[src/rtl/aafs_pkg.sv]
// Shared types and constants for the aim-and-fire sequencer.
// Used by aafs_step and aim_and_fire_sequencer_core; no dependencies.
`timescale 1ns / 1ps
`default_nettype none

package aafs_pkg;

   // Default width of the elapsed tick counter
   localparam int TICK_BITS_DEFAULT = 16;

   // Configuration register indexes and reset values
   localparam logic [1:0] CSR_WARMUP       = 2'd0;
   localparam logic [1:0] CSR_TURN_TIMEOUT = 2'd1;
   localparam logic [1:0] CSR_AIM_TOL      = 2'd2;

   localparam logic [15:0] WARMUP_RESET       = 16'd75;
   localparam logic [15:0] TURN_TIMEOUT_RESET = 16'd50;
   localparam logic [14:0] AIM_TOL_RESET      = 15'd128;

   // Command codes
   localparam logic CMD_START = 1'b0;
   localparam logic CMD_TICK  = 1'b1;

   // Illuminator command codes
   localparam logic [1:0] LIGHT_NONE = 2'd0;
   localparam logic [1:0] LIGHT_ON   = 2'd1;
   localparam logic [1:0] LIGHT_OFF  = 2'd2;

   // Sequence states, encoded as on the state output
   typedef enum logic [2:0] {
      ST_LIGHTS = 3'd0,
      ST_CAMERA = 3'd1,
      ST_TURN   = 3'd2,
      ST_SPIN   = 3'd3,
      ST_SHOT1  = 3'd4,
      ST_SHOT2  = 3'd5,
      ST_SHOT3  = 3'd6,
      ST_DONE   = 3'd7
   } state_type;

   // Sequence context held between items (elapsed counter kept apart)
   typedef struct packed {
      state_type          cur;
      state_type          end_st;
      logic [2:0]         target;
      logic signed [15:0] angle;
      logic               empty;
   } ctx_type;

   // Configuration register set
   typedef struct packed {
      logic [15:0] warmup;
      logic [15:0] turn_timeout;
      logic [14:0] aim_tol;
   } cfg_type;

   // One input item
   typedef struct packed {
      logic               command;
      logic [2:0]         target_choice;
      logic [2:0]         stop_after;
      logic               manual_light;
      logic               image_ready;
      logic               targets_seen;
      logic               aim_valid;
      logic signed [15:0] aim_angle;
      logic               turn_done;
      logic               shooter_ready;
   } req_type;

   // One result item
   typedef struct packed {
      logic [2:0]         state;
      logic               finished;
      logic               no_targets;
      logic [1:0]         light_cmd;
      logic               start_capture;
      logic               enable_position;
      logic               turning;
      logic signed [15:0] turn_angle;
      logic               stop_motors;
      logic               shooter_start;
      logic               fire;
      logic [2:0]         chosen_target;
   } rsp_type;

endpackage

`default_nettype wire

[src/rtl/aim_and_fire_sequencer_core.sv]
// Aim-and-fire sequencer top level: handshakes, registers, result stage.
// Depends on aafs_pkg and aafs_step.
//
// Usage:
//   Input items arrive on req_* (valid/stall). A start item (command 0) latches
//   the target selector and stop-after state and enters lights (done if the
//   stop-after state is done); each tick item (command 1) carries camera,
//   drive and shooter status and advances the sequence by one step.
//   Every accepted item yields exactly one result item on rsp_*, registered at
//   the accepting edge, holding the new state and one-tick action pulses.
//   Throughput is one item per cycle: the sequence state and the result
//   register both load at the accepting edge, and req_stall rises only while
//   a result is held under rsp_stall.
//   The csr_* port writes warm-up ticks, turn timeout and aim tolerance at any
//   edge with csr_wr_en high; write it only while the block is idle.
//   Synchronous reset puts the sequence in done with stop-after done, clears
//   the held target, angle, counter and no-targets flag, restores register
//   defaults and drops rsp_valid.
//   While the receiver stalls a held result, it holds steady and no item is taken.
`timescale 1ns / 1ps
`default_nettype none

module aim_and_fire_sequencer_core import aafs_pkg::*; #(
   parameter int TICK_BITS = TICK_BITS_DEFAULT
) (
   input  wire  logic               clock,
   input  wire  logic               reset,
   // request channel
   input  wire  logic               req_valid,
   output logic                     req_stall,
   input  wire  logic               req_command,
   input  wire  logic [2:0]         req_target_choice,
   input  wire  logic [2:0]         req_stop_after,
   input  wire  logic               req_manual_light,
   input  wire  logic               req_image_ready,
   input  wire  logic               req_targets_seen,
   input  wire  logic               req_aim_valid,
   input  wire  logic signed [15:0] req_aim_angle,
   input  wire  logic               req_turn_done,
   input  wire  logic               req_shooter_ready,
   // response channel
   output logic                     rsp_valid,
   input  wire  logic               rsp_stall,
   output logic [2:0]               rsp_state,
   output logic                     rsp_finished,
   output logic                     rsp_no_targets,
   output logic [1:0]               rsp_light_cmd,
   output logic                     rsp_start_capture,
   output logic                     rsp_enable_position,
   output logic                     rsp_turning,
   output logic signed [15:0]       rsp_turn_angle,
   output logic                     rsp_stop_motors,
   output logic                     rsp_shooter_start,
   output logic                     rsp_fire,
   output logic [2:0]               rsp_chosen_target,
   // configuration port
   input  wire  logic               csr_wr_en,
   input  wire  logic [1:0]         csr_index,
   input  wire  logic [15:0]        csr_wdata
);

   ctx_type              ctx_ff;
   ctx_type              ctx_in;
   logic [TICK_BITS-1:0] elapsed_ff;
   logic [TICK_BITS-1:0] elapsed_in;
   cfg_type              cfg_ff;
   req_type              req;
   rsp_type              rsp_ff;
   rsp_type              rsp_in;
   logic                 rsp_valid_ff;
   logic                 req_accept;

   // Take an item unless a result is held under stall
   assign req_stall  = rsp_valid_ff && rsp_stall;
   assign req_accept = req_valid && !req_stall;

   assign req = '{
      command:       req_command,
      target_choice: req_target_choice,
      stop_after:    req_stop_after,
      manual_light:  req_manual_light,
      image_ready:   req_image_ready,
      targets_seen:  req_targets_seen,
      aim_valid:     req_aim_valid,
      aim_angle:     req_aim_angle,
      turn_done:     req_turn_done,
      shooter_ready: req_shooter_ready
   };

   aafs_step #(
      .TICK_BITS (TICK_BITS)
   ) u_step (
      .ctx          (ctx_ff),
      .elapsed      (elapsed_ff),
      .cfg          (cfg_ff),
      .req          (req),
      .ctx_next     (ctx_in),
      .elapsed_next (elapsed_in),
      .rsp          (rsp_in)
   );

   // Advance sequence state on each accepted item
   always_ff @(posedge clock) begin
      if (reset) begin
         ctx_ff.cur    <= ST_DONE;
         ctx_ff.end_st <= ST_DONE;
         ctx_ff.target <= '0;
         ctx_ff.angle  <= '0;
         ctx_ff.empty  <= 1'b0;
         elapsed_ff    <= '0;
      end else if (req_accept) begin
         ctx_ff     <= ctx_in;
         elapsed_ff <= elapsed_in;
      end
   end

   // Configuration writes; unknown indexes drop
   always_ff @(posedge clock) begin
      if (reset) begin
         cfg_ff.warmup       <= WARMUP_RESET;
         cfg_ff.turn_timeout <= TURN_TIMEOUT_RESET;
         cfg_ff.aim_tol      <= AIM_TOL_RESET;
      end else if (csr_wr_en) begin
         unique case (csr_index)
            CSR_WARMUP:       cfg_ff.warmup       <= csr_wdata;
            CSR_TURN_TIMEOUT: cfg_ff.turn_timeout <= csr_wdata;
            CSR_AIM_TOL:      cfg_ff.aim_tol      <= csr_wdata[14:0];
            default: begin
            end
         endcase
      end
   end

   // Result register: load on accept, drop when taken
   always_ff @(posedge clock) begin
      if (reset) begin
         rsp_valid_ff <= 1'b0;
      end else if (req_accept) begin
         rsp_valid_ff <= 1'b1;
      end else if (!rsp_stall) begin
         rsp_valid_ff <= 1'b0;
      end
   end

   always_ff @(posedge clock) begin
      if (req_accept) begin
         rsp_ff <= rsp_in;
      end
   end

   assign rsp_valid           = rsp_valid_ff;
   assign rsp_state           = rsp_ff.state;
   assign rsp_finished        = rsp_ff.finished;
   assign rsp_no_targets      = rsp_ff.no_targets;
   assign rsp_light_cmd       = rsp_ff.light_cmd;
   assign rsp_start_capture   = rsp_ff.start_capture;
   assign rsp_enable_position = rsp_ff.enable_position;
   assign rsp_turning         = rsp_ff.turning;
   assign rsp_turn_angle      = rsp_ff.turn_angle;
   assign rsp_stop_motors     = rsp_ff.stop_motors;
   assign rsp_shooter_start   = rsp_ff.shooter_start;
   assign rsp_fire            = rsp_ff.fire;
   assign rsp_chosen_target   = rsp_ff.chosen_target;

   // Every accepted item shows up as a result on the next cycle
   a_accept_to_rsp: assert property (@(posedge clock) disable iff (reset)
      req_accept |=> rsp_valid)
      else $error("accepted item produced no result");

   // Done flag tracks the state code
   a_finished: assert property (@(posedge clock) disable iff (reset)
      rsp_valid |-> (rsp_finished == (rsp_state == ST_DONE)))
      else $error("finished flag disagrees with state");

   // At most one state entry action per result
   a_one_entry: assert property (@(posedge clock) disable iff (reset)
      rsp_valid |-> $onehot0({rsp_start_capture, rsp_enable_position,
                              rsp_shooter_start, rsp_fire}))
      else $error("more than one entry action in a result");

   // Motors stop only at the end of a turn tick
   a_stop_in_turn: assert property (@(posedge clock) disable iff (reset)
      (rsp_valid && rsp_stop_motors) |->
         (rsp_turning && (rsp_state == ST_CAMERA || rsp_state == ST_DONE)))
      else $error("stop_motors outside a finished turn");

endmodule

`default_nettype wire

[src/rtl/aafs_step.sv]
// Next-state and result logic for one sequencer item.
// Depends on aafs_pkg; purely combinational.
`timescale 1ns / 1ps
`default_nettype none

module aafs_step import aafs_pkg::*; #(
   parameter int TICK_BITS = TICK_BITS_DEFAULT
) (
   input  wire  ctx_type              ctx,
   input  wire  logic [TICK_BITS-1:0] elapsed,
   input  wire  cfg_type              cfg,
   input  wire  req_type              req,
   output ctx_type                    ctx_next,
   output logic [TICK_BITS-1:0]       elapsed_next,
   output rsp_type                    rsp
);

   // Compare width covers both the counter and the 16-bit limits
   localparam int CW = (TICK_BITS > 16) ? TICK_BITS : 16;

   logic [TICK_BITS-1:0] elapsed_inc;
   logic                 warm_over;
   logic                 turn_over;
   logic [16:0]          angle_ext;
   logic [16:0]          angle_mag;
   logic                 aimed;
   logic                 enter;
   state_type            tgt;
   state_type            chk_cur;
   state_type            chk_end;
   state_type            dest;

   // Saturating tick count and limit checks
   assign elapsed_inc = (&elapsed) ? elapsed : elapsed + 1'b1;
   assign warm_over   = CW'(elapsed_inc) > CW'(cfg.warmup);
   assign turn_over   = CW'(elapsed_inc) > CW'(cfg.turn_timeout);

   // Absolute aim error against tolerance
   assign angle_ext = {req.aim_angle[15], req.aim_angle};
   assign angle_mag = angle_ext[16] ? 17'(-angle_ext) : angle_ext;
   assign aimed     = req.aim_valid && (angle_mag < {2'b00, cfg.aim_tol});

   always_comb begin
      ctx_next     = ctx;
      elapsed_next = elapsed;
      rsp          = '0;
      enter        = 1'b0;
      tgt          = ST_DONE;
      chk_cur      = ctx.cur;
      chk_end      = ctx.end_st;
      dest         = ST_DONE;

      // Pick the transition for this item
      if (req.command == CMD_START) begin
         ctx_next.target = req.target_choice;
         ctx_next.end_st = state_type'(req.stop_after);
         ctx_next.empty  = 1'b0;
         chk_cur         = ST_DONE;
         chk_end         = state_type'(req.stop_after);
         enter           = 1'b1;
         tgt             = ST_LIGHTS;
      end else begin
         elapsed_next = elapsed_inc;
         unique case (ctx.cur)
            ST_LIGHTS: begin
               if (warm_over) begin
                  enter = 1'b1;
                  tgt   = ST_CAMERA;
               end
            end
            ST_CAMERA: begin
               if (req.image_ready) begin
                  if (req.targets_seen) begin
                     ctx_next.angle = req.aim_angle;
                     enter          = 1'b1;
                     tgt            = aimed ? ST_SPIN : ST_TURN;
                  end else begin
                     // nothing seen: straight to done, counter not cleared
                     ctx_next.cur   = ST_DONE;
                     ctx_next.empty = 1'b1;
                  end
               end
            end
            ST_TURN: begin
               rsp.turning = 1'b1;
               if (req.turn_done || turn_over) begin
                  rsp.stop_motors = 1'b1;
                  enter           = 1'b1;
                  tgt             = ST_CAMERA;
               end
            end
            ST_SPIN, ST_SHOT1, ST_SHOT2, ST_SHOT3: begin
               if (req.shooter_ready) begin
                  enter = 1'b1;
                  tgt   = (ctx.cur == ST_SHOT3) ? ST_DONE : state_type'(ctx.cur + 3'd1);
               end
            end
            ST_DONE: begin
            end
         endcase
      end

      // Enter the chosen state, diverting to done past the stop-after state
      if (enter) begin
         dest = (chk_cur == chk_end) ? ST_DONE : tgt;
         unique case (dest)
            ST_LIGHTS: rsp.light_cmd       = LIGHT_ON;
            ST_CAMERA: rsp.start_capture   = 1'b1;
            ST_TURN:   rsp.enable_position = 1'b1;
            ST_SPIN: begin
               rsp.light_cmd     = req.manual_light ? LIGHT_ON : LIGHT_OFF;
               rsp.shooter_start = 1'b1;
            end
            ST_SHOT1, ST_SHOT2, ST_SHOT3: rsp.fire = 1'b1;
            ST_DONE: begin
            end
         endcase
         ctx_next.cur = dest;
         elapsed_next = '0;
      end

      // Held values seen on the result
      rsp.state         = ctx_next.cur;
      rsp.finished      = (ctx_next.cur == ST_DONE);
      rsp.no_targets    = ctx_next.empty;
      rsp.turn_angle    = ctx_next.angle;
      rsp.chosen_target = ctx_next.target;
   end

endmodule

`default_nettype wire
[config.mk]
export PLATFORM = sky130hd
export DESIGN_NAME = aim_and_fire_sequencer_core
export DESIGN_NICKNAME = d
export VERILOG_FILES = /design/src/rtl/aafs_pkg.sv /design/src/rtl/aim_and_fire_sequencer_core.sv /design/src/rtl/aafs_step.sv
export SDC_FILE = /design/constraint.sdc
export NUM_CORES = 1
export LEC_CHECK = 0
export ABC_AREA = 1
export CORE_MARGIN = 5
export CORE_UTILIZATION = 56
export CTS_BUF_LIST = sky130_fd_sc_hd__clkbuf_8 sky130_fd_sc_hd__clkbuf_16
export DETAILED_ROUTE_END_ITERATION = 7
export DONT_BUFFER_PORTS = 1
export PLACE_DENSITY = 0.71
export SETUP_SLACK_MARGIN = 0.15
export SYNTH_ARGS = -nofsm -noshare
export SYNTH_HDL_FRONTEND = slang
export SYNTH_SLANG_ARGS = --single-unit
[constraint.sdc]
create_clock -name clock -period 5.01 [get_ports clock]
set_input_delay 0.501 -clock clock [delete_from_list [all_inputs] [get_ports clock]]
set_output_delay 0.501 -clock clock [all_outputs]
set_load 0.03 [all_outputs]
# After elaboration in Yosys (flattened, before gate mapping)
# Cells that the tools add are included.
[word_totals] reg_bits=122 out_inout_bits=34 word_cells=108
[classes] n_addsub=3 order_cmp=3 n_eq_ne=17 muxes=44 n_bitwise=1 reduce_logical=18
[op_table] op="$mux 16" count=5
[op_table] op="$mux 17" count=3
[op_table] op="$mux 3" count=16
[op_table] op="$gt 16x16->1" count=2
[op_table] op="$eq 3x3->1 const B" count=7
[op_table] op="$lt 17x15->1" count=1
[op_table] op="$neg 17->17" count=1
[op_table] op="$add 16x1->16 const B" count=1
[op_table] op="$mux 1" count=16
[op_table] op="$reduce_and 16->1" count=1
[op_table] op="$eq 3x2->1 const B" count=4
[op_table] op="$pmux 3 s4" count=1
[op_table] op="$reduce_and 2->1" count=6
[op_table] op="$eq 3x1->1 const B" count=2
[op_table] op="$logic_not 3->1" count=2
[op_table] op="$pmux 1 s4" count=1
[op_table] op="$pmux 2 s2" count=1
[op_table] op="$reduce_or 4->1" count=1
[op_table] op="$add 3x1->3 const B" count=1
[op_table] op="$eq 3x3->1" count=1
[op_table] op="$logic_and 1x1->1" count=3
[op_table] op="$reduce_or 3->1" count=1
[op_table] op="$eq 2x1->1 const B" count=1
[op_table] op="$eq 2x2->1 const B" count=1
[op_table] op="other kinds (7)" count=7

# Longest topological paths before layout
[logic_depth] ltp_word=13 depth_mapped=29

# By module
# From an unflattened synthesis, not the netlist that was laid out.
[hier_totals] cells_unflattened=1098 hier_area_um2=7636.1
[by_module_without_submodules] module="aim_and_fire_sequencer_core" n_inst=1 cells_per_inst=549 area_per_inst_um2=4668.2 seq_area_each_um2=2762.6
[by_module_without_submodules] module="aafs_step" n_inst=1 cells_per_inst=549 area_per_inst_um2=2967.8 seq_area_each_um2=0.0

# Least setup slack after synthesis
# Ideal clock, no wire load.
[synth_path] path_kind="input to register" from="input port req_aim_angle[0]" to="register rsp_ff, in the netlist rsp_finished (data pin)" setup_ns=0.251 arrival_time_ns=2.789 required_time_ns=4.759 path_slack_ns=1.970 cell_stages=21 n_path_buf=0 path_cell_list="inv_1 ha_1 inv_1 nor3_1 a31oi_1 nor3_1 a21oi_1 xor2_1 ha_1 inv_1 o31a_1 nand2_1 nand2_1 nand2_1 nand2_1 nand2_2 nand2_2 nand2_1 nand2_2 nand2_1 nor2_2"
[synth_rtl] element="start, declared" line="aim_and_fire_sequencer_core.sv:38" text="input wire logic signed [15:0] req_aim_angle,"
[synth_rtl] element="end signal, assigned" line="aim_and_fire_sequencer_core.sv:147" text="rsp_ff <= rsp_in;"
[synth_rtl] element="end, declared" line="aim_and_fire_sequencer_core.sv:68" text="rsp_type rsp_ff;"

==> flow_metrics.env <==
export IMPL_start_kind="flip-flop"
export IMPL_gp_congestion=0.904
export IMPL_core_um2=12100
export IMPL_ys_warn_count=0
export IMPL_area_growth_pct=9.41
export IMPL_cts_buffers=17
export IMPL_routedWlPerCell_um=15.3
export IMPL_gr_total_overflow=0
export IMPL_crit_arrival_ns=3.69
export IMPL_worstPathMaxFanout=19
export IMPL_timing_fmax_mhz=284
export IMPL_max_slew_margin=0.373
export IMPL_dieWidth_um=121
export IMPL_holdWs_ns=0.173
export IMPL_routed_via_count=5934
export IMPL_drtIter0Drc=630
export IMPL_layout_drive_gt1_share=0.0819
export IMPL_cts_resized=0
export IMPL_finalPower_w=0.00267
export IMPL_ys_types=49
export IMPL_cts_clk_slew_worst_paths_ns=0.05
export IMPL_timing_final_ws_setup_ns=1.49
export IMPL_io_pins=86
export IMPL_worst_pin_slew_ns=0.938
export IMPL_slew_viol_final=0
export IMPL_cts_tree="done"
export IMPL_grt_max_degree=67
export IMPL_place_ws_ns=1.50
export IMPL_status="complete, no violations"
export IMPL_fin_setup_tns_ns=0
export IMPL_hold_path_class="in2reg"
export IMPL_drt_total_wl_mm=16.6
export IMPL_dr_pass1_iters=5
export IMPL_synth_seq_cells=122
export IMPL_cap_viol_max_count=0
export IMPL_power_leakage_nw=3.48
export IMPL_dieArea_um2=14700
export IMPL_layout_commonest_cell="nand2_1"
export IMPL_via_per_inst=5.47
export IMPL_cts_sinks=122
export IMPL_synth_avg_cell_area_um2=7.58
export IMPL_initial_utilization=0.575
export IMPL_num_rows=40
export IMPL_setup_viol=0
export IMPL_grt_pass1_wl_mm=26.6
export IMPL_rsz0062_at_grt="no"
export IMPL_async_reset_ff_frac=0
export IMPL_ir_worst_vdd_uv=390
export IMPL_postSynthCellCount=915
export IMPL_holdBufCountCts=0
export IMPL_grt_use_total=0.230
export IMPL_ctsRootBufferMaster="clkbuf_16"
export IMPL_syn_num_nets=1019
export IMPL_fin_crit_sh=0.703
export IMPL_ys_flop_type="dfxtp_1"
export IMPL_h_tree_depth=4
export IMPL_final_nets=1007
export IMPL_crit_type="reg2reg"
export IMPL_diodes=0
export IMPL_insertion_delay_ns=0.42
export IMPL_stdcell_count=1084
export IMPL_end_kind="flip-flop"
export IMPL_cts_max_path_buffers=2
export IMPL_synth_top_area_cell="dfxtp_1"
export IMPL_dp_hpwl_mm=12.1
export IMPL_syn_area_um2=6940
export IMPL_fill_cells=1064
export IMPL_worst_clock_skew_ns=0.00715
export IMPL_fin_crit_ns=3.52
export IMPL_portBuffers=0
export IMPL_die_h_um=121
export IMPL_rrSetupSlack_ns=1.49
export IMPL_grt_pass1_vias=5555
export IMPL_dpl_cell_count=1052
export IMPL_post_cts_buffers=0
export IMPL_synth_top_area_share=0.260
export IMPL_synthTopCellsByArea="dfxtp_1 (26%), edfxtp_1 (14%), ha_1 (9.4%)"
export IMPL_synth_edf_count=32
export IMPL_antenna_found_initial=0
export IMPL_hold_viol=0
export IMPL_p_per_area_nw_per_um2=352
export IMPL_antenna_left=0
export IMPL_worstPathRequired_ns=5.18
export IMPL_synth_seq_area_share=0.398
export IMPL_mostFrequentLayoutCells="nand2_1 (159), inv_1 (132), dfxtp_1 (90)"
export IMPL_post_route_drc_count=0
-- cells in the mapped netlist (2+ instances only) --
cell,instances
nand2_4,4
dfxtp_1,90
nand2_1,159
nor3_2,3
o21ai_1,3
o21ai_0,84
nand3_1,34
clkbuf_1,23
inv_2,9
a21o_1,2
nand3_2,2
a21oi_2,3
a31oi_1,4
inv_1,128
clkbuf_4,2
nor2_1,88
nor2_2,5
edfxtp_1,32
nand4_1,24
o211ai_1,6
ha_1,52
nand2_2,10
and3_1,2
buf_2,2
buf_4,3
xor2_1,20
nor3_1,10
clkinv_1,3
a21oi_1,88
-- routing by layer --
layer  track usage  vias to the layer above  wire length, um  share of wire
met5             0                        -                0              0
met4        0.0784                        0              269          0.016
met3        0.0676                       22             1120          0.068
met2         0.388                      188             8040           0.49
met1         0.279                     2745             7140           0.43
li1              -                     2979                -              -
-- cell type report --
| class | instances | area, um^2 | share of cell area |
|---|---|---|---|
| Multi-Input combinational cell | 618 | 3480 | 0.458 |
| Sequential cell | 122 | 2760 | 0.364 |
| Inverter | 141 | 534 | 0.0704 |
| Clock buffer | 21 | 480 | 0.0633 |
| Tap cell | 168 | 210 | 0.0277 |
| Clock inverter | 11 | 104 | 0.0137 |
| Timing Repair Buffer | 3 | 22.5 | 0.00297 |
-- worst max-delay path, cell delays in order, from the launching register on --
cell and delay, ns:
dfxtp_1 0.42, nand3_1 0.12, nor2_1 0.15, nand4_1 0.10, nor2_1 0.21, nand2_1 0.10, nor2_1 0.14, nor2_1 0.08
xor2_1 0.19, ha_1 0.32, nand2_1 0.05, inv_1 0.07, nand3_1 0.06, nor2_1 0.15, nand3_1 0.21, nand3_1 0.16
nand2_1 0.06, inv_1 0.07, nand2_2 0.06, nand2_4 0.20, nand2_4 0.11, nand2_1 0.09, nand2_2 0.06, nand2_1 0.07
nor2_2 0.03
-- power breakdown --
part	internal (W)	switching [W]	leakage, nW
combinational	0.000113	0.000213	2.12
sequential	0.00108	0.0000732	1.06
clock	0.000773	0.000419	0.304
total	0.00197	0.000705	3.48
-- state kept, by name, indices dropped and copies added (netlist names), 2 cells and up --
name / count
cfg_ff: 47
ctx_ff: 26
elapsed_ff: 16
rsp_chosen_target: 3
rsp_light_cmd: 2
rsp_state: 3
rsp_turn_angle: 16
-- path summary, 6_finish.rpt --
path,end,depth (start not counted),start
max,rsp_finished,24,elapsed_ff[6]
min,elapsed_ff[11],1,reset
max reg2reg,rsp_finished,24,elapsed_ff[6]
min reg2reg,ctx_ff[17],2,ctx_ff[17]
-- cells by family after synthesis --
group / count (synthesis) / synth area share
buffers and inverters: 175 / 0.101
XOR/XNOR: 21 / 0.0265
AND/OR/NAND/NOR: 349 / 0.227
AO/OA/AOI/OAI: 196 / 0.153
adder cells (fa/ha/maj): 52 / 0.0938
flip-flops: 122 / 0.398
-- metrics by stage --
step | util | area [um^2]
floorplan | - | 6940
global placement | 0.581 | 7010
detailed placement | 0.581 | 7010
CTS | 0.629 | 7590
global route | 0.629 | 7590
finish | 0.629 | 7590
Power figures use the tool's default switching activity.
